**src/gdad_pkg.sv**
```systemverilog
package gdad_pkg;

	localparam int unsigned MAX_DELTA_DEF = 32767;

	localparam int DAY_W   = 5;
	localparam int MONTH_W = 4;
	localparam int YEAR_W  = 14;
	localparam int DELTA_W = 16;
	localparam int STEP_W  = 16;

	localparam int IN_DATA_W  = 40;
	localparam int OUT_DATA_W = 24;
	localparam int OUT_USER_W = 2;

	localparam int QUEUE_DEPTH = 2;

	localparam logic [MONTH_W-1:0] MONTH_JAN = 4'd1;
	localparam logic [MONTH_W-1:0] MONTH_FEB = 4'd2;
	localparam logic [MONTH_W-1:0] MONTH_APR = 4'd4;
	localparam logic [MONTH_W-1:0] MONTH_JUN = 4'd6;
	localparam logic [MONTH_W-1:0] MONTH_SEP = 4'd9;
	localparam logic [MONTH_W-1:0] MONTH_NOV = 4'd11;
	localparam logic [MONTH_W-1:0] MONTH_DEC = 4'd12;

	localparam logic [YEAR_W-1:0] YEAR_MIN = 14'd1;
	localparam logic [YEAR_W-1:0] YEAR_MAX = 14'd9999;

	localparam logic [DAY_W-1:0] DAY_FIRST = 5'd1;
	localparam logic [DAY_W-1:0] DAY_31    = 5'd31;
	localparam logic [DAY_W-1:0] DAY_30    = 5'd30;
	localparam logic [DAY_W-1:0] DAY_29    = 5'd29;
	localparam logic [DAY_W-1:0] DAY_28    = 5'd28;

	// Multiplicative inverse of 25 modulo 2**14 and the largest product that
	// marks an exact multiple of 25.
	localparam logic [YEAR_W-1:0] INV25     = 14'd7209;
	localparam logic [YEAR_W-1:0] DIV25_MAX = 14'd655;

	typedef struct packed {
		logic [DAY_W-1:0]   day;
		logic [MONTH_W-1:0] month;
		logic [YEAR_W-1:0]  year;
		logic               backward;
		logic [STEP_W-1:0]  steps;
		logic               ok;
	} job_t;

	typedef enum logic [1:0] {
		ST_IDLE,
		ST_RUN,
		ST_DONE
	} back_state_t;

	// Divisible by 100 means divisible by 4 and by 25; by 400 means by 16 and 25.
	function automatic logic is_leap(input logic [YEAR_W-1:0] y);
		logic [YEAR_W-1:0] prod;
		logic              div25;
		prod  = YEAR_W'(y * INV25);
		div25 = (prod <= DIV25_MAX);
		return (y[1:0] == 2'b00) && !(div25 && (y[3:0] != 4'b0000));
	endfunction

	function automatic logic [DAY_W-1:0] month_days(input logic [MONTH_W-1:0] m,
			input logic leap);
		logic [DAY_W-1:0] n;
		n = DAY_31;
		if (m == MONTH_FEB) begin
			n = leap ? DAY_29 : DAY_28;
		end else if (m == MONTH_APR || m == MONTH_JUN || m == MONTH_SEP ||
				m == MONTH_NOV) begin
			n = DAY_30;
		end
		return n;
	endfunction

endpackage

```
**src/gdad_front.sv**
```systemverilog
module gdad_front
	import gdad_pkg::*;
#(
	parameter int unsigned MAX_DELTA = MAX_DELTA_DEF
) (
	input  logic                 s_tvalid,
	output logic                 s_tready,
	// start_day[4:0], start_month[8:5], start_year[22:9], day_delta[38:23], zero[39]
	input  logic [IN_DATA_W-1:0] s_tdata,
	input  logic                 queue_full,
	output logic                 push,
	output job_t                 job
);

	logic [DAY_W-1:0]   d;
	logic [MONTH_W-1:0] m;
	logic [YEAR_W-1:0]  y;
	logic [DELTA_W-1:0] delta;
	logic [STEP_W-1:0]  mag;
	logic               date_ok;

	assign d     = s_tdata[4:0];
	assign m     = s_tdata[8:5];
	assign y     = s_tdata[22:9];
	assign delta = s_tdata[38:23];

	assign s_tready = !queue_full;
	assign push     = s_tvalid && !queue_full;

	always_comb begin
		date_ok = (d != '0) && (m >= MONTH_JAN) && (m <= MONTH_DEC) &&
			(y >= YEAR_MIN) && (y <= YEAR_MAX) && (d <= month_days(m, is_leap(y)));
		// Two's complement negate; the most negative count gives 0x8000 as wanted.
		mag = delta[DELTA_W-1] ? STEP_W'(16'd0 - delta) : STEP_W'(delta);
		job.day      = d;
		job.month    = m;
		job.year     = y;
		job.backward = delta[DELTA_W-1];
		job.steps    = (32'(mag) > 32'(MAX_DELTA)) ? STEP_W'(MAX_DELTA) : mag;
		job.ok       = date_ok;
	end

endmodule

```
**src/gdad_queue.sv**
```systemverilog
module gdad_queue
	import gdad_pkg::*;
(
	input  logic clk,
	input  logic arst_n,
	input  logic push,
	input  job_t wr_job,
	output logic full,
	input  logic pop,
	output logic not_empty,
	output job_t rd_job
);

	localparam int PtrW = (QUEUE_DEPTH > 1) ? $clog2(QUEUE_DEPTH) : 1;
	localparam int CntW = $clog2(QUEUE_DEPTH + 1);

	job_t            mem_q [QUEUE_DEPTH];
	logic [PtrW-1:0] wr_ptr_q;
	logic [PtrW-1:0] rd_ptr_q;
	logic [CntW-1:0] count_q;
	logic            do_push;
	logic            do_pop;

	assign full      = (count_q == CntW'(QUEUE_DEPTH));
	assign not_empty = (count_q != '0);
	assign do_push   = push && !full;
	assign do_pop    = pop && not_empty;
	assign rd_job    = mem_q[rd_ptr_q];

	always_ff @(posedge clk) begin
		if (do_push) begin
			mem_q[wr_ptr_q] <= wr_job;
		end
	end

	always_ff @(posedge clk or negedge arst_n) begin
		if (!arst_n) begin
			wr_ptr_q <= '0;
			rd_ptr_q <= '0;
			count_q  <= '0;
		end else begin
			if (do_push) begin
				wr_ptr_q <= (wr_ptr_q == PtrW'(QUEUE_DEPTH - 1)) ? '0 : wr_ptr_q + 1'b1;
			end
			if (do_pop) begin
				rd_ptr_q <= (rd_ptr_q == PtrW'(QUEUE_DEPTH - 1)) ? '0 : rd_ptr_q + 1'b1;
			end
			if (do_push && !do_pop) begin
				count_q <= count_q + 1'b1;
			end else if (do_pop && !do_push) begin
				count_q <= count_q - 1'b1;
			end
		end
	end

endmodule

```
**src/gdad_back.sv**
```systemverilog
module gdad_back
	import gdad_pkg::*;
(
	input  logic                  clk,
	input  logic                  arst_n,
	input  logic                  job_valid,
	input  job_t                  job,
	output logic                  job_pop,
	output logic                  m_tvalid,
	input  logic                  m_tready,
	// end_day[4:0], end_month[8:5], end_year[22:9], zero[23]
	output logic [OUT_DATA_W-1:0] m_tdata,
	// start_valid[0], range_error[1]
	output logic [OUT_USER_W-1:0] m_tuser
);

	back_state_t        state_q;
	back_state_t        state_d;
	logic [DAY_W-1:0]   day_q;
	logic [MONTH_W-1:0] month_q;
	logic [YEAR_W-1:0]  year_q;
	logic               back_q;
	logic [STEP_W-1:0]  cnt_q;
	logic               ok_q;
	logic               err_q;

	logic               out_valid_q;
	logic [DAY_W-1:0]   out_day_q;
	logic [MONTH_W-1:0] out_month_q;
	logic [YEAR_W-1:0]  out_year_q;
	logic               out_ok_q;
	logic               out_err_q;

	logic               leap;
	logic [DAY_W-1:0]   dim_cur;
	logic [DAY_W-1:0]   dim_prev;
	logic [DAY_W-1:0]   nxt_day;
	logic [MONTH_W-1:0] nxt_month;
	logic [YEAR_W-1:0]  nxt_year;
	logic               step_err;
	logic               cnt_zero;
	logic               load_out;

	// One calendar day forward or backward from the current date.
	always_comb begin
		leap      = is_leap(year_q);
		dim_cur   = month_days(month_q, leap);
		dim_prev  = month_days(month_q - 1'b1, leap);
		nxt_day   = day_q;
		nxt_month = month_q;
		nxt_year  = year_q;
		step_err  = 1'b0;
		if (!back_q) begin
			priority if (day_q < dim_cur) begin
				nxt_day = day_q + 1'b1;
			end else if (month_q < MONTH_DEC) begin
				nxt_day   = DAY_FIRST;
				nxt_month = month_q + 1'b1;
			end else if (year_q < YEAR_MAX) begin
				nxt_day   = DAY_FIRST;
				nxt_month = MONTH_JAN;
				nxt_year  = year_q + 1'b1;
			end else begin
				step_err = 1'b1;
			end
		end else begin
			priority if (day_q > DAY_FIRST) begin
				nxt_day = day_q - 1'b1;
			end else if (month_q > MONTH_JAN) begin
				nxt_month = month_q - 1'b1;
				nxt_day   = dim_prev;
			end else if (year_q > YEAR_MIN) begin
				nxt_year  = year_q - 1'b1;
				nxt_month = MONTH_DEC;
				nxt_day   = DAY_31;
			end else begin
				step_err = 1'b1;
			end
		end
	end

	assign cnt_zero = (cnt_q == '0);

	always_comb begin
		state_d = state_q;
		unique case (state_q)
			ST_IDLE: begin
				if (job_valid) begin
					state_d = job.ok ? ST_RUN : ST_DONE;
				end
			end
			ST_RUN: begin
				if (cnt_zero || step_err) begin
					state_d = ST_DONE;
				end
			end
			ST_DONE: begin
				if (load_out) begin
					state_d = ST_IDLE;
				end
			end
			default: begin
				state_d = ST_IDLE;
			end
		endcase
	end

	always_comb begin
		job_pop  = (state_q == ST_IDLE) && job_valid;
		load_out = (state_q == ST_DONE) && (!out_valid_q || m_tready);
	end

	always_ff @(posedge clk or negedge arst_n) begin
		if (!arst_n) begin
			state_q     <= ST_IDLE;
			out_valid_q <= 1'b0;
		end else begin
			state_q <= state_d;
			if (load_out) begin
				out_valid_q <= 1'b1;
			end else if (m_tready) begin
				out_valid_q <= 1'b0;
			end
		end
	end

	always_ff @(posedge clk) begin
		if (job_pop) begin
			back_q <= job.backward;
			cnt_q  <= job.steps;
			ok_q   <= job.ok;
			if (job.ok) begin
				day_q   <= job.day;
				month_q <= job.month;
				year_q  <= job.year;
				err_q   <= 1'b0;
			end else begin
				day_q   <= DAY_FIRST;
				month_q <= MONTH_JAN;
				year_q  <= YEAR_MIN;
				err_q   <= 1'b1;
			end
		end else if (state_q == ST_RUN && !cnt_zero) begin
			if (step_err) begin
				err_q <= 1'b1;
			end else begin
				day_q   <= nxt_day;
				month_q <= nxt_month;
				year_q  <= nxt_year;
				cnt_q   <= cnt_q - 1'b1;
			end
		end
		if (load_out) begin
			out_day_q   <= day_q;
			out_month_q <= month_q;
			out_year_q  <= year_q;
			out_ok_q    <= ok_q;
			out_err_q   <= err_q;
		end
	end

	assign m_tvalid = out_valid_q;
	assign m_tdata  = {1'b0, out_year_q, out_month_q, out_day_q};
	assign m_tuser  = {out_err_q, out_ok_q};

endmodule

```
**src/gregorian_date_add_days.sv**
```systemverilog
// Stepping: an accepted input beat is moved by up to N calendar days, where
// N is the saturated magnitude of day_delta (at most MAX_DELTA, 32767 by default); a start
// date that fails the check skips the stepping and goes straight to the output register.
// The date stepper takes a new job only once the last one has gone to the output register.
// Reset: arst_n is asynchronous and active low; it empties the input queue, returns the
// stepper to idle and drops m_tvalid. Date and payload registers are not reset.
module gregorian_date_add_days
	import gdad_pkg::*;
#(
	parameter int unsigned MAX_DELTA = MAX_DELTA_DEF
) (
	input  logic                  clk,
	input  logic                  arst_n,
	input  logic                  s_tvalid,
	output logic                  s_tready,
	// start_day[4:0], start_month[8:5], start_year[22:9], day_delta[38:23], zero[39]
	input  logic [IN_DATA_W-1:0]  s_tdata,
	output logic                  m_tvalid,
	input  logic                  m_tready,
	// end_day[4:0], end_month[8:5], end_year[22:9], zero[23]
	output logic [OUT_DATA_W-1:0] m_tdata,
	// start_valid[0], range_error[1]
	output logic [OUT_USER_W-1:0] m_tuser
);

	// The front end checks the start date against the 4/100/400 leap rule and
	// turns the signed count into a direction and a saturated step count. That
	// job waits in a short queue, so new beats are taken while the stepper is
	// still busy with an earlier one.
	logic push;
	logic queue_full;
	job_t front_job;
	logic job_valid;
	logic job_pop;
	job_t back_job;

	gdad_front #(
		.MAX_DELTA (MAX_DELTA)
	) u_front (
		.s_tvalid   (s_tvalid),
		.s_tready   (s_tready),
		.s_tdata    (s_tdata),
		.queue_full (queue_full),
		.push       (push),
		.job        (front_job)
	);

	gdad_queue u_queue (
		.clk       (clk),
		.arst_n    (arst_n),
		.push      (push),
		.wr_job    (front_job),
		.full      (queue_full),
		.pop       (job_pop),
		.not_empty (job_valid),
		.rd_job    (back_job)
	);

	// The back end walks the calendar one day per cycle, stopping early at
	// 31 Dec 9999 or 1 Jan 1 with range_error set. An invalid start date goes
	// straight to the result as 1 Jan 1 with start_valid low. The finished
	// date sits in an output register, so the stepper can pick up the next
	// job while that beat waits for m_tready.
	gdad_back u_back (
		.clk       (clk),
		.arst_n    (arst_n),
		.job_valid (job_valid),
		.job       (back_job),
		.job_pop   (job_pop),
		.m_tvalid  (m_tvalid),
		.m_tready  (m_tready),
		.m_tdata   (m_tdata),
		.m_tuser   (m_tuser)
	);

endmodule
```
**config.mk**
```make
export PLATFORM = sky130hd
export DESIGN_NAME = gregorian_date_add_days
export DESIGN_NICKNAME = d
export VERILOG_FILES = /design/src/gdad_pkg.sv /design/src/gdad_front.sv /design/src/gdad_queue.sv /design/src/gdad_back.sv /design/src/gregorian_date_add_days.sv
export SDC_FILE = /design/constraint.sdc
export NUM_CORES = 1
export LEC_CHECK = 0
export CAP_MARGIN = 20
export CELL_PAD_IN_SITES_DETAIL_PLACEMENT = 1
export CELL_PAD_IN_SITES_GLOBAL_PLACEMENT = 1
export CORE_MARGIN = 10
export CORE_UTILIZATION = 57
export DETAILED_ROUTE_END_ITERATION = 10
export DONT_BUFFER_PORTS = 1
export PLACE_DENSITY = 0.93
export SYNTH_ARGS = -nofsm -noshare
export SYNTH_HDL_FRONTEND = slang
export SYNTH_HIERARCHICAL = 1
export SYNTH_SLANG_ARGS = --single-unit
export TNS_END_PERCENT = 30
```
**constraint.sdc**
```tcl
create_clock -name clk -period 8.8 [get_ports clk]
set_input_delay 0.44 -clock clk [delete_from_list [all_inputs] [get_ports clk]]
set_output_delay 0.44 -clock clk [all_outputs]
set_load 0.005 [all_outputs]
```
==> summary.md, run 1 <==
| Metric | Value |
|---|---|
| Core box area | 18090 um2 |
| Commonest cells post-synth | edfxtp_1 (149), ha_1 (100), inv_1 (97) |
| Area delta synth->final | 5.092% |
| Initial Util | 58.43% |
| DR iter-0 viols | about 460 |
| Max-cap violations | 0 |
| Top cell type by total area after synthesis | edfxtp_1 |
| Final Hold Viols | 0 |
| IO Count | 72 |
| Die width | around 160 um |
| DRC | 0 |
| Fin crit share | slightly below 60% |
| First-pass GRT wire length | 44390 um |
| HP Class | primary input to flip-flop |
| N_diodes | 0 |
| Final Util | 61.40% |
| Mean Syn Cell Area | 11.46 um2 |
| Post-DP Area | between 10000 and 15000 um2 |
| R2r setup slk | 3.64 ns |
| Mapped Area | 10570 um2 |
| Fraction of layout cells with a size suffix above 1 | 11.11% |
| Cells along the critical path | fa_1 > ha_1 > ha_1 > inv_1 > fa_1 > fa_1 > inv_1 > ha_1 > and2_1 > o21ai_0 > mux2i_1 > o211a_1 > a41oi_1 > o21ai_0 |
| Number of synthesized flops with an enable pin | around 150 |
| Mapped Nets | 1088 |
| HP Start | s_tdata[6] |
| Share of the synthesized area in the top cell type | 42.34% |
| Largest cells by area after synthesis | edfxtp_1 (42%), ha_1 (12%), mux2_4 (5.5%), fa_1 (4.2%), xnor2_1 (3.5%) |
| Worst skew pair latency | 0.44 ns |
| RSZ-0062 raised after global routing | false |
| Remaining global-route overflow | 0 |
| Nets | about 1100 |
| Fmax | between 150 and 200 MHz |
| Worst slew pin tran | 1.095 ns |
| Antenna viol nets, final | 0 |
| Final wirelength | 28410 um |
| Buffers on Ports | 0 |
| Most frequent cell after synthesis | edfxtp_1 |
| H-tree Lvls | 4 |
| Vias in the first global route | between 7000 and 8000 |
| Reg2Reg Depth | 14 |
| Worst R2R End | u_back/month_q[0]$_DFFE_PP_ |
| Hold WS | between 0.08 and 0.09 ns |
| Post-layout instance area | 11110 um2 |
| Synth Warn # | 6 |
| Shortest period the worst path allows | 5.164 ns |
| Post-Synthesis Cells | 922 |
| CTS clk-pin slew, worst paths | 0.07 ns |
| Hold EP | u_queue/mem_q[1][33]$_DFFE_PP_ |
| CP max FO | 11 |
| Setup tns final | 0 ns |
| Async SR Flop Fraction | under 10% |
| Final max-slew violation count | 0 |
| Final Setup Violations | 0 |
| 1st-pass router iterations | 5 |
| Slowest cell on crit path | o21ai_0 |
| Clk root buf | clkbuf_16 |
| Critical path class | flip-flop to flip-flop |
| GR Util All Layers | a little under a quarter |
| Clock skew | between 0.01 and 0.015 ns |
| Via count | 7158 |
| Gates resized, CTS repair | 0 |
| TritonCTS clock tree | yes |
| Post-CTS Setup Inserts | 0 |
| Largest net degree at the start of global routing | between 40 and 50 |
| TritonCTS buffer count | 17 |
| Register bit total from synthesis | 156 |
| Part of the Yosys area used for sequential elements | 44.00% |
| Max incr delay on CP | 0.66 ns |
| Crit Reg-Reg Startpoint | u_back/year_q[0]$_DFFE_PP_ |
| Setup crit start kind | flip-flop |
| Routed WL per cell | 25.16 um |
| Die footprint | 24390 um2 |
| DR vias/cell | 6.340 |
| RePlAce Congestion | 0.8651 |
| DP HPWL | 19320 um |
| Number of buffers inserted by hold repair at cts | 1 |
| Dominant synthesized flop cell | edfxtp_1 |
| Initial antenna violation count | 0 |
| # rows | ~50 |
| Hold depth | 0 |
| Die extent in y | 156.2 um |
| Unique masters post-synth | 81 |
| Status | complete, no violations |
| Critical path capture point type | flip-flop |
| Required time worst endpoint | 8.87 ns |
| CP arrival | 5.23 ns |
| Worst slew margin | 27.00% |
| Worst-case clock buffer depth | 2 |
| CTS sink count | around 160 |
## placed cells by master (no fill, tap or decap), types with 3 or more instances in the layout
master,count
a211oi_1,6
a21boi_0,3
a21o_1,4
a21oi_1,28
a31oi_1,9
a41oi_1,3
and2_1,3
and3_1,5
buf_4,4
clkbuf_16,17
dfrtp_1,6
edfxtp_1,149
fa_1,22
ha_1,100
inv_1,97
inv_6,5
inv_8,3
mux2_4,39
mux2i_1,4
nand2_1,66
nand2b_1,9
nand3_1,30
nand4_1,5
nor2_1,39
nor2b_1,7
nor3_1,19
nor4_1,7
o21ai_0,48
o221ai_1,3
o22ai_1,3
o31a_1,3
o31ai_1,9
or3_1,7
or4_1,5
xnor2_1,42
xnor3_1,3
xor2_1,26
## logic make-up (layout without fill, tap and decap cells)
family,Yosys count,count (layout),synth area share (%)
multiplexers,45,45,6.133
buffers and inverters,157,135,7.436
AO/OA/AOI/OAI,140,140,8.572
other,2,2,0.07107
XOR/XNOR,73,73,6.654
adder cells (fa/ha/maj),122,122,16.01
flip-flops,156,156,44.00
AND/OR/NAND/NOR,227,227,11.13
## registers in the layout, summed over array words and instances, names as in the netlist
register / flops
u_queue/mem_q: 82
u_back/cnt_q: 16
u_back/out_year_q: 14
u_back/year_q: 14
u_back/day_q: 5
u_back/out_day_q: 5
u_back/month_q: 4
u_back/out_month_q: 4
u_back/state_q: 2
u_queue/count_q: 2
u_back/back_q: 1
u_back/err_q: 1
u_back/m_tvalid: 1
u_back/ok_q: 1
u_back/out_err_q: 1
u_back/out_ok_q: 1
u_queue/rd_ptr_q: 1
u_queue/wr_ptr_q: 1
## layer usage
metal	track usage [%]	vias to the layer above	part of all wire [%]
li1	-	3196	-
met1	26.06	3631	38
met2	42.09	259	52
met3	5.431	72	6.2
met4	10.52	0	3.5
met5	0	-	0
## critical path: cells and delay by family (launching register included)
family,cells,cell delay [ns]
and+or+nand+nor,1,0.17
buffers and inverters,2,0.11
DFF,1,0.63
muxes,1,0.18
adders and majority gates,6,2.53
AOI/OAI and AO/OA,4,1.16
## area by class of cell
cell class	count	area [um2]
clock buffer	18	429.2
clock inverter	14	175.2
fill	1832	6980
inverter	97	364.1
multi-input combinational	609	5149
sequential	156	4651
tap	229	286.5
timing repair buffer	6	51.30
## through the flow
stage               std cells  worst slack [ns]
floorplan                 922             3.533
global placement         1095             3.473
detailed placement       1095             3.268
CTS                      1128             3.132
global route             1129             3.342
finish                   1129             3.636
## worst max-delay path by stage
stage,from,endpoint,slack [ns],depth (start not counted)
after floorplan,u_back/year_q[0]$_DFFE_PP_,u_back/year_q[0]$_DFFE_PP_,3.53,13
after global placement,u_back/year_q[0]$_DFFE_PP_,u_back/year_q[12]$_DFFE_PP_,3.47,13
after detailed placement,u_back/year_q[0]$_DFFE_PP_,u_back/year_q[8]$_DFFE_PP_,3.27,14
after CTS,u_back/year_q[0]$_DFFE_PP_,u_back/year_q[12]$_DFFE_PP_,3.13,14
after global routing,u_back/year_q[0]$_DFFE_PP_,u_back/month_q[0]$_DFFE_PP_,3.34,14
final,u_back/year_q[0]$_DFFE_PP_,u_back/month_q[0]$_DFFE_PP_,3.64,14
Power of run 1 is not shown: default switching activity piles up to over one toggle a cycle in this logic, so the estimate is an artifact.
==> run 2, diff against run 1 <==
- ABC_AREA: default -> 1
- CORE_UTILIZATION: 57 -> 45
- PLACE_DENSITY: 0.93 -> 0.83
- clock period: 8.8 -> 4.2 ns (I/O delays scaled with it)
==> run 2 against run 1 <==
Net effect: the run now ends with setup timing left; cell area rose by 13%; clock skew rose by 0.011 ns; hold slack got worse by 0.078 ns; sequential share of layout area fell by 4.7 points; first-iteration DRC count rose by 2.9%; via count rose by 21%; register-to-register slack got worse by 4.3 ns; worst setup slack got worse by 4.3 ns; clock-buffer cell count fell by 1; critical path type unchanged; area after synthesis rose by 3.0%; cell count rose by 44%.
==> summary.md, run 2 <==
| Metric | Value |
|---|---|
| DR vias/cell | 5.358 (was 6.340) |
| Most common cell after layout, fill and taps aside | nand2_1 (was edfxtp_1) |
| Worst slew pin tran | 0.9641 ns (was 1.095 ns) |
| DRC | 0 (unchanged) |
| 1st-pass router iterations | 5 (unchanged) |
| Unique masters post-synth | 52 (was 81) |
| Worst slew margin | 35.66% (was 27.00%) |
| Final wirelength | 31280 um (was 28410 um) |
| Slowest cell on crit path | fa_1 (was o21ai_0) |
| Hold WS | 0.01088 ns (was 0.08875 ns) |
| Status | complete, but fails checks (was complete, no violations) |
| Final max-slew violation count | 0 (unchanged) |
| Largest cells by area after synthesis | edfxtp_1 (41%), nand2_1 (12%), ha_1 (11%), inv_1 (6.5%), fa_1 (4.0%) (was edfxtp_1 (42%), ha_1 (12%), mux2_4 (5.5%), fa_1 (4.2%), xnor2_1 (3.5%)) |
| Required time worst endpoint | 4.37 ns (was 8.87 ns) |
| Remaining global-route overflow | 0 (unchanged) |
| Worst-case clock buffer depth | 2 (unchanged) |
| Initial Util | 46.12% (was 58.43%) |
| TritonCTS clock tree | yes (unchanged) |
| Fmax | 206.0 MHz (was 193.7 MHz) |
| TritonCTS buffer count | 17 (unchanged) |
| Critical path capture point type | flip-flop (unchanged) |
| Area delta synth->final | 14.80% (was 5.092%) |
| Routed WL per cell | 19.29 um (was 25.16 um) |
| Nets | 1456 (was 1053) |
| H-tree Lvls | 4 (unchanged) |
| Largest register FFs | 82 (unchanged) |
| # rows | 56 (was 49) |
| Reg area | 4649 um2 (was 4651 um2) |
| Post-Synth Simple-Gate Area | 22.85% (was 11.13%) |
| Largest net degree at the start of global routing | 43 (unchanged) |
| Biggest regs | u_queue/mem_q: 82 flops, u_back/cnt_q: 16 flops (unchanged) |
| Synth Warn # | 6 (unchanged) |
| Clk root buf | clkbuf_16 (unchanged) |
| Synth Area in Compound Gates | 6.262% (was 8.572%) |
| Share of the synthesized area in the top cell type | 41.09% (was 42.34%) |
| Shortest period the worst path allows | 4.855 ns (was 5.164 ns) |
| Die extent in y | 175.6 um (was 156.2 um) |
| CTS clk-pin slew, worst paths | 0.07 ns (about the same) |
| Via count | 8690 (was 7158) |
| GR Util All Layers | 20.25% (was 23.52%) |
| CP bufs+invs | 6 (was 2) |
| Vias in the first global route | 9502 (was 7870) |
| Final Setup Violations | 47 (was 0) |
| Initial antenna violation count | 0 (unchanged) |
| Max incr delay on CP | 0.62 ns (was 0.66 ns) |
| IO Count | 72 (unchanged) |
| RSZ-0062 raised after global routing | true (was false) |
| Fraction of the mapped netlist area in adder cells | 15.53% (was 16.01%) |
| Top cell type by total area after synthesis | edfxtp_1 (unchanged) |
| Worst skew pair latency | 0.46 ns (was 0.44 ns) |
| HP Class | primary input to flip-flop (unchanged) |
| Critical path class | flip-flop to flip-flop (unchanged) |
| Largest Register | u_queue/mem_q (unchanged) |
| Mapped Area | 10890 um2 (was 10570 um2) |
| First-pass GRT wire length | 49720 um (was 44390 um) |
| N_diodes | 0 (unchanged) |
| Fin crit share | 115.6% (was 58.68%) |
| Mean Syn Cell Area | 8.775 um2 (was 11.46 um2) |
| Fraction of layout cells with a size suffix above 1 | 12.13% (was 11.11%) |
| Max-cap violations | 0 (unchanged) |
| Core box area | 23610 um2 (was 18090 um2) |
| Area of the multi-input gates | 5296 um2 (was 5149 um2) |
| CTS sink count | 156 (unchanged) |
| Dominant synthesized flop cell | edfxtp_1 (unchanged) |
| Final setup margin | -0.6546 ns (was 3.636 ns) |
| Mapped Nets | 1407 (was 1088) |
| DR iter-0 viols | 468 (was 455) |
| Die footprint | 30820 um2 (was 24390 um2) |
| Mux contribution to synthesized area | 0% (was 6.133%) |
| RePlAce Congestion | 0.8457 (was 0.8651) |
| Clock skew | 0.02161 ns (was 0.01024 ns) |
| Buffers on Ports | 0 (unchanged) |
| Commonest cells post-synth | nand2_1 (346), inv_1 (188), edfxtp_1 (149) (was edfxtp_1 (149), ha_1 (100), inv_1 (97)) |
| Die width | 175.6 um (was 156.2 um) |
| Fillers | 2717 (was 1832) |
| Largest family of logic cells by synthesized area | simple AND/OR/NAND/NOR gates (was adder cells) |
| Crit-path leading delay family | adder cells (unchanged) |
| Number of synthesized flops with an enable pin | 149 (unchanged) |
| Final Hold Viols | 0 (unchanged) |
| Async SR Flop Fraction | 4.487% (unchanged) |
| CP arrival | 5.02 ns (was 5.23 ns) |
| XOR/XNOR share of the synthesized area | 2.241% (was 6.654%) |
| Register bit total from synthesis | 156 (unchanged) |
| Antenna viol nets, final | 0 (unchanged) |
| DP HPWL | 21610 um (was 19320 um) |
| Most frequent cell after synthesis | nand2_1 (was edfxtp_1) |
| Violated checks | setup timing |
| Most frequent cells in the layout | nand2_1 (341), inv_1 (183), edfxtp_1 (149), ha_1 (93), nor2_1 (83) (was edfxtp_1 (149), ha_1 (100), inv_1 (97), nand2_1 (66), o21ai_0 (48)) |
| CP max FO | 7 (was 11) |
| Post-Synthesis Cells | 1241 (was 922) |
| Part of the Yosys area used for sequential elements | 42.70% (was 44.00%) |
| Setup crit start kind | flip-flop (unchanged) |
| Cells along the critical path | fa_1 > ha_4 > ha_4 > inv_2 > fa_1 > fa_1 > inv_2 > ha_4 > a21oi_2 > o21ai_1 > a31oi_1 > inv_1 > nand2_1 > nand3_2 > nand2_2 > nand2_2 > nand2_2 > nand2_4 > buf_6 > nand3_4 > nand2_4 > nor3_4 > buf_12 > buf_12 (was fa_1 > ha_1 > ha_1 > inv_1 > fa_1 > fa_1 > inv_1 > ha_1 > and2_1 > o21ai_0 > mux2i_1 > o211a_1 > a41oi_1 > o21ai_0) |
[run 2: cell types whose count changed after synthesis, moves of 9 or more]
| cell | before | now |
|---|---|---|
| nand2_1 | 66 | 346 |
| clkbuf_1 | 19 | 7 |
| inv_1 | 97 | 188 |
| nand4_1 | 5 | 17 |
| nand2b_1 | 9 | 0 |
| nor2_1 | 40 | 85 |
| mux2_4 | 39 | 0 |
| nand3_2 | 0 | 11 |
| xnor2_1 | 42 | 11 |
| nand2_2 | 1 | 11 |
| xor2_1 | 26 | 15 |
| nand3_1 | 30 | 59 |
[run 2: per-layer routing]
metal | routed length (um) | global-route usage [%] | vias to the layer above | share of wire (%)
met4 | 658 | 7.241 | 0 | 2.1
met1 | 13000 | 23.10 | 4321 | 42
met5 | 0 | 0 | - | 0
met3 | 1513 | 4.546 | 42 | 4.8
met2 | 16110 | 36.34 | 200 | 51
li1 | - | - | 4127 | -
[run 2: worst paths after layout]
| check | startpoint | endpoint | slack [ns] | cells past startpoint |
|---|---|---|---|---|
| max in group asynchronous | arst_n | u_back/state_q[0]$_DFFE_PN0P_ | 3.84 | 1 |
| min reg2reg | u_back/ok_q$_DFFE_PP_ | u_back/out_ok_q$_DFFE_PP_ | 0.43 | 0 |
| max reg2reg | u_back/year_q[1]$_DFFE_PP_ | u_back/year_q[11]$_DFFE_PP_ | -0.65 | 24 |
| min | s_tdata[34] | u_queue/mem_q[1][12]$_DFFE_PP_ | 0.01 | 2 |
| min in group asynchronous | arst_n | u_queue/count_q[0]$_DFFE_PN0P_ | 0.10 | 1 |
| max | u_back/year_q[1]$_DFFE_PP_ | u_back/year_q[11]$_DFFE_PP_ | -0.65 | 24 |
[run 2: worst reg2reg max path: stages (launching register included)]
cell and delay, ns:
edfxtp_1 0.45, fa_1 0.62, ha_4 0.22, ha_4 0.26
inv_2 0.04, fa_1 0.48, fa_1 0.57, inv_2 0.05
ha_4 0.22, a21oi_2 0.12, o21ai_1 0.08, a31oi_1 0.20
inv_1 0.06, nand2_1 0.07, nand3_2 0.12, nand2_2 0.09
nand2_2 0.05, nand2_2 0.09, nand2_4 0.07, buf_6 0.14
nand3_4 0.08, nand2_4 0.08, nor3_4 0.15, buf_12 0.14
buf_12 0.12
[run 2: area by class of cell]
type                       count  share of cell area, %
clock buffer                  17                  3.403
timing repair buffer          82                  6.236
inverter                     196                  5.955
clock inverter                15                  1.651
sequential                   156                  37.19
tap                          319                  3.193
multi-input combinational    837                  42.37
[run 2: logic make-up after synthesis]
logic type / Yosys count
buffers and inverters: 248
flip-flops: 156
AND/OR/NAND/NOR: 569
other: 2
adder cells (fa/ha/maj): 122
XOR/XNOR: 27
AO/OA/AOI/OAI: 117
[run 2: timing repair]
item / in CTS / in global routing
hold endpoints to repair: 68 / 0
buffers inserted: 5 / 2
endpoints found under the setup margin: 48 / 49
hold buffers: 32 / 0
pin swaps: 3 / 13
gates resized for setup: 20 / 18
gates cloned: 1 / 0
[run 2: stage by stage]
step / instance area, um2 / setup slack (ns) / utilization, % / std cells / setup TNS, ns
after floorplan: 10910 / -0.4212 / - / 1241 / -11.42
after global placement: 11270 / -0.3656 / 47.74 / 1550 / -12.99
after detailed placement: 11270 / -0.5347 / 47.74 / 1550 / -21.14
after CTS: 12380 / -0.5434 / 52.44 / 1620 / -18.74
after global routing: 12500 / -0.8409 / 52.94 / 1622 / -33.26
final: 12500 / -0.6546 / 52.94 / 1622 / -24.66
Power of run 2 is left out for the same reason.
==> run 3, diff against run 2 <==
- GPL_TIMING_DRIVEN: default -> 0
- SETUP_SLACK_MARGIN: default -> 0.4
==> run 3 against run 2 <==
Net effect: the run still ends with setup timing left; sequential share of layout area fell by 0.46 points; first-iteration DRC count rose by 6.2%; sequential cell count did not move; hold slack improved by 0.0021 ns; critical path depth fell by 1; non-clock buffer count rose by 22; utilization rose by 0.66 points; routed wire length rose by 2.1%; fmax rose by 0.78%.
==> summary.md, run 3 (synthesis results as in run 2) <==
| Metric | Value |
|---|---|
| Final wirelength | 31930 um (was 31280 um) |
| Final max-slew violation count | 0 (unchanged) |
| Nets | 1478 (was 1456) |
| Required time worst endpoint | 4.36 ns (was 4.37 ns) |
| DR vias/cell | 5.398 (was 5.358) |
| Routed WL per cell | 19.42 um (was 19.29 um) |
| Fin crit share | 114.7% (was 115.6%) |
| Fillers | 2800 (was 2717) |
| TritonCTS clock tree | yes (unchanged) |
| CP max FO | 6 (was 7) |
| Clk root buf | clkbuf_16 (unchanged) |
| Reg2Reg Depth | 23 (was 24) |
| Die extent in y | 175.6 um (unchanged) |
| DR iter-0 viols | 497 (was 468) |
| Max-cap violations | 0 (unchanged) |
| Initial antenna violation count | 0 (unchanged) |
| Crit Reg-Reg Startpoint | u_back/year_q[0]$_DFFE_PP_ (was u_back/year_q[1]$_DFFE_PP_) |
| Worst-case clock buffer depth | 2 (unchanged) |
| Worst slew margin | 43.63% (was 35.66%) |
| R2r setup slk | -0.62 ns (was -0.65 ns) |
| H-tree Lvls | 4 (unchanged) |
| Area delta synth->final | 16.22% (was 14.80%) |
| Die width | 175.6 um (unchanged) |
| Hold EP | u_queue/mem_q[1][14]$_DFFE_PP_ (was u_queue/mem_q[1][12]$_DFFE_PP_) |
| HP Start | s_tdata[36] (was s_tdata[34]) |
| Final Hold Viols | 0 (unchanged) |
| Biggest regs | u_queue/mem_q: 82 flops, u_back/cnt_q: 16 flops (unchanged) |
| Violated checks | setup timing (unchanged) |
| RSZ-0062 raised after global routing | true (unchanged) |
| Remaining global-route overflow | 0 (unchanged) |
| Fmax | 207.6 MHz (was 206.0 MHz) |
| Clock skew | 0.01652 ns (was 0.02161 ns) |
| HP Class | primary input to flip-flop (unchanged) |
| Largest register FFs | 82 (unchanged) |
| N_diodes | 0 (unchanged) |
| PwrDens | just over 900 nW/um2 |
| VDD IR-drop max | 666.6 uV |
| Shortest period the worst path allows | 4.817 ns (was 4.855 ns) |
| Initial Util | 46.12% (unchanged) |
| RePlAce Congestion | 0.8486 (was 0.8457) |
| Setup crit start kind | flip-flop (unchanged) |
| Most common cell after layout, fill and taps aside | nand2_1 (unchanged) |
| IO Count | 72 (unchanged) |
| Hold depth | 2 (unchanged) |
| Core box area | 23610 um2 (unchanged) |
| Largest Register | u_queue/mem_q (unchanged) |
| First-pass GRT wire length | 51380 um (was 49720 um) |
| Critical path class | flip-flop to flip-flop (unchanged) |
| Most frequent cells in the layout | nand2_1 (345), inv_1 (184), edfxtp_1 (149), ha_1 (94), nor2_1 (83) (was nand2_1 (341), inv_1 (183), edfxtp_1 (149), ha_1 (93), nor2_1 (83)) |
| Worst slew pin tran | 0.8455 ns (was 0.9641 ns) |
| CP arrival | 4.98 ns (was 5.02 ns) |
| Vias in the first global route | 9775 (was 9502) |
| DP HPWL | 21680 um (was 21610 um) |
| TritonCTS buffer count | 17 (unchanged) |
| CTS clk-pin slew, worst paths | 0.08 ns (was 0.07 ns) |
| Pleak | 5.835 nW |
| CTS sink count | 156 (unchanged) |
| # rows | 56 (unchanged) |
| Worst R2R End | u_back/year_q[1]$_DFFE_PP_ (was u_back/year_q[11]$_DFFE_PP_) |
| Antenna viol nets, final | 0 (unchanged) |
| Fraction of layout cells with a size suffix above 1 | 12.68% (was 12.13%) |
| GR Util All Layers | 20.89% (was 20.25%) |
| Die footprint | 30820 um2 (unchanged) |
| Critical path capture point type | flip-flop (unchanged) |
| Final Util | 53.60% (was 52.94%) |
| Buffers on Ports | 0 (unchanged) |
| 1st-pass router iterations | 4 (was 5) |
| Largest net degree at the start of global routing | 24 (was 43) |
| Via count | 8874 (was 8690) |
| Final Setup Violations | 47 (unchanged) |
| Status | complete, but fails checks (unchanged) |
| Final setup margin | -0.6171 ns (was -0.6546 ns) |
| DRC | 0 (unchanged) |
| Worst skew pair latency | 0.45 ns (was 0.46 ns) |
| Hold WS | 0.01301 ns (was 0.01088 ns) |
run 3: changes by cell type in the layout (fill, tap and decap cells not counted), moves of 2 or more:
cell,change
ha_4,-2
nand2_1,+4
a21oi_2,+2
o21ai_0,-3
buf_16,+2
nand2_4,-3
buf_6,+5
clkbuf_1,+7
buf_4,+3
buf_2,+2
a21oi_1,-2
o21ai_2,+2
run 3: area by class of cell:
cell class / count / area, um2 / area share [%]
multi-input cells: 837 / 5259 / 41.55
flip-flops and latches: 156 / 4649 / 36.74
inverters: 196 / 742.0 / 5.863
repair buffers: 52 / 584.3 / 4.617
clock buffers: 17 / 425.4 / 3.361
well taps: 319 / 399.1 / 3.154
plain buffers: 52 / 387.9 / 3.065
clock inverters: 15 / 209.0 / 1.651
run 3: worst max-delay path by stage:
stage / cells after the start / slack, ns / start / end
after global placement: 21 / -1.10 / u_back/year_q[0]$_DFFE_PP_ / u_back/year_q[10]$_DFFE_PP_
after floorplan: 21 / -0.42 / u_back/year_q[0]$_DFFE_PP_ / u_back/year_q[0]$_DFFE_PP_
after global routing: 23 / -0.82 / u_back/year_q[0]$_DFFE_PP_ / u_back/year_q[10]$_DFFE_PP_
final: 23 / -0.62 / u_back/year_q[0]$_DFFE_PP_ / u_back/year_q[1]$_DFFE_PP_
after CTS: 23 / -0.56 / u_back/year_q[0]$_DFFE_PP_ / u_back/year_q[1]$_DFFE_PP_
after detailed placement: 21 / -1.21 / u_back/year_q[0]$_DFFE_PP_ / u_back/year_q[11]$_DFFE_PP_
run 3: metrics by stage:
stage	instances	setup WS [ns]	TNS [ns]	power (W)	area (um2)
finish	1644	-0.6171	-23.73	0.01182	12660
global route	1644	-0.8174	-33.42	0.01293	12660
CTS	1643	-0.5633	-21.54	0.01167	12610
detailed placement	1563	-1.212	-44.50	0.009558	11390
global placement	1560	-1.103	-39.73	0.009055	11310
floorplan	1241	-0.4212	-11.42	0.007770	10910
run 3: critical path: stages (launching register included):
cell      delay (ns)
edfxtp_1        0.55
fa_1            0.50
ha_1            0.29
ha_1            0.29
inv_1           0.06
fa_1            0.42
fa_1            0.50
inv_2           0.04
ha_4            0.22
a21oi_2         0.12
o21ai_1         0.07
a31oi_1         0.19
nand3_1         0.12
nand3_2         0.13
nand2_1         0.07
nand2_1         0.06
nand2_1         0.06
nand2_2         0.13
nand2_2         0.09
nand2_2         0.09
nand3_4         0.09
nor3_4          0.17
buf_6           0.15
buf_16          0.12
run 3: what timing repair did:
| item | CTS | global route |
|---|---|---|
| resized for setup | 24 | 7 |
| hold buffers | 33 | 0 |
| pin swaps | 13 | 5 |
| buffers inserted | 14 | 1 |
| endpoints found under the hold margin | 70 | 0 |
| setup endpoints to repair | 49 | 49 |
| cloned | 1 | 0 |
run 3: routing by layer:
| metal | global-route usage (%) | part of all wire [%] |
|---|---|---|
| met1 | 22.71 | 39 |
| met2 | 38.60 | 53 |
| met3 | 4.782 | 5.7 |
| met4 | 7.877 | 2.7 |
| met5 | 0 | 0 |
run 3: power by group:
part / switching, W / internal (W) / leakage, nW
registers: 0.000419 / 0.00252 / 1.48
clock network: 0.000804 / 0.000825 / 0.305
logic: 0.00453 / 0.00273 / 4.05
total: 0.00575 / 0.00607 / 5.84
Power figures use the tool's default switching activity.
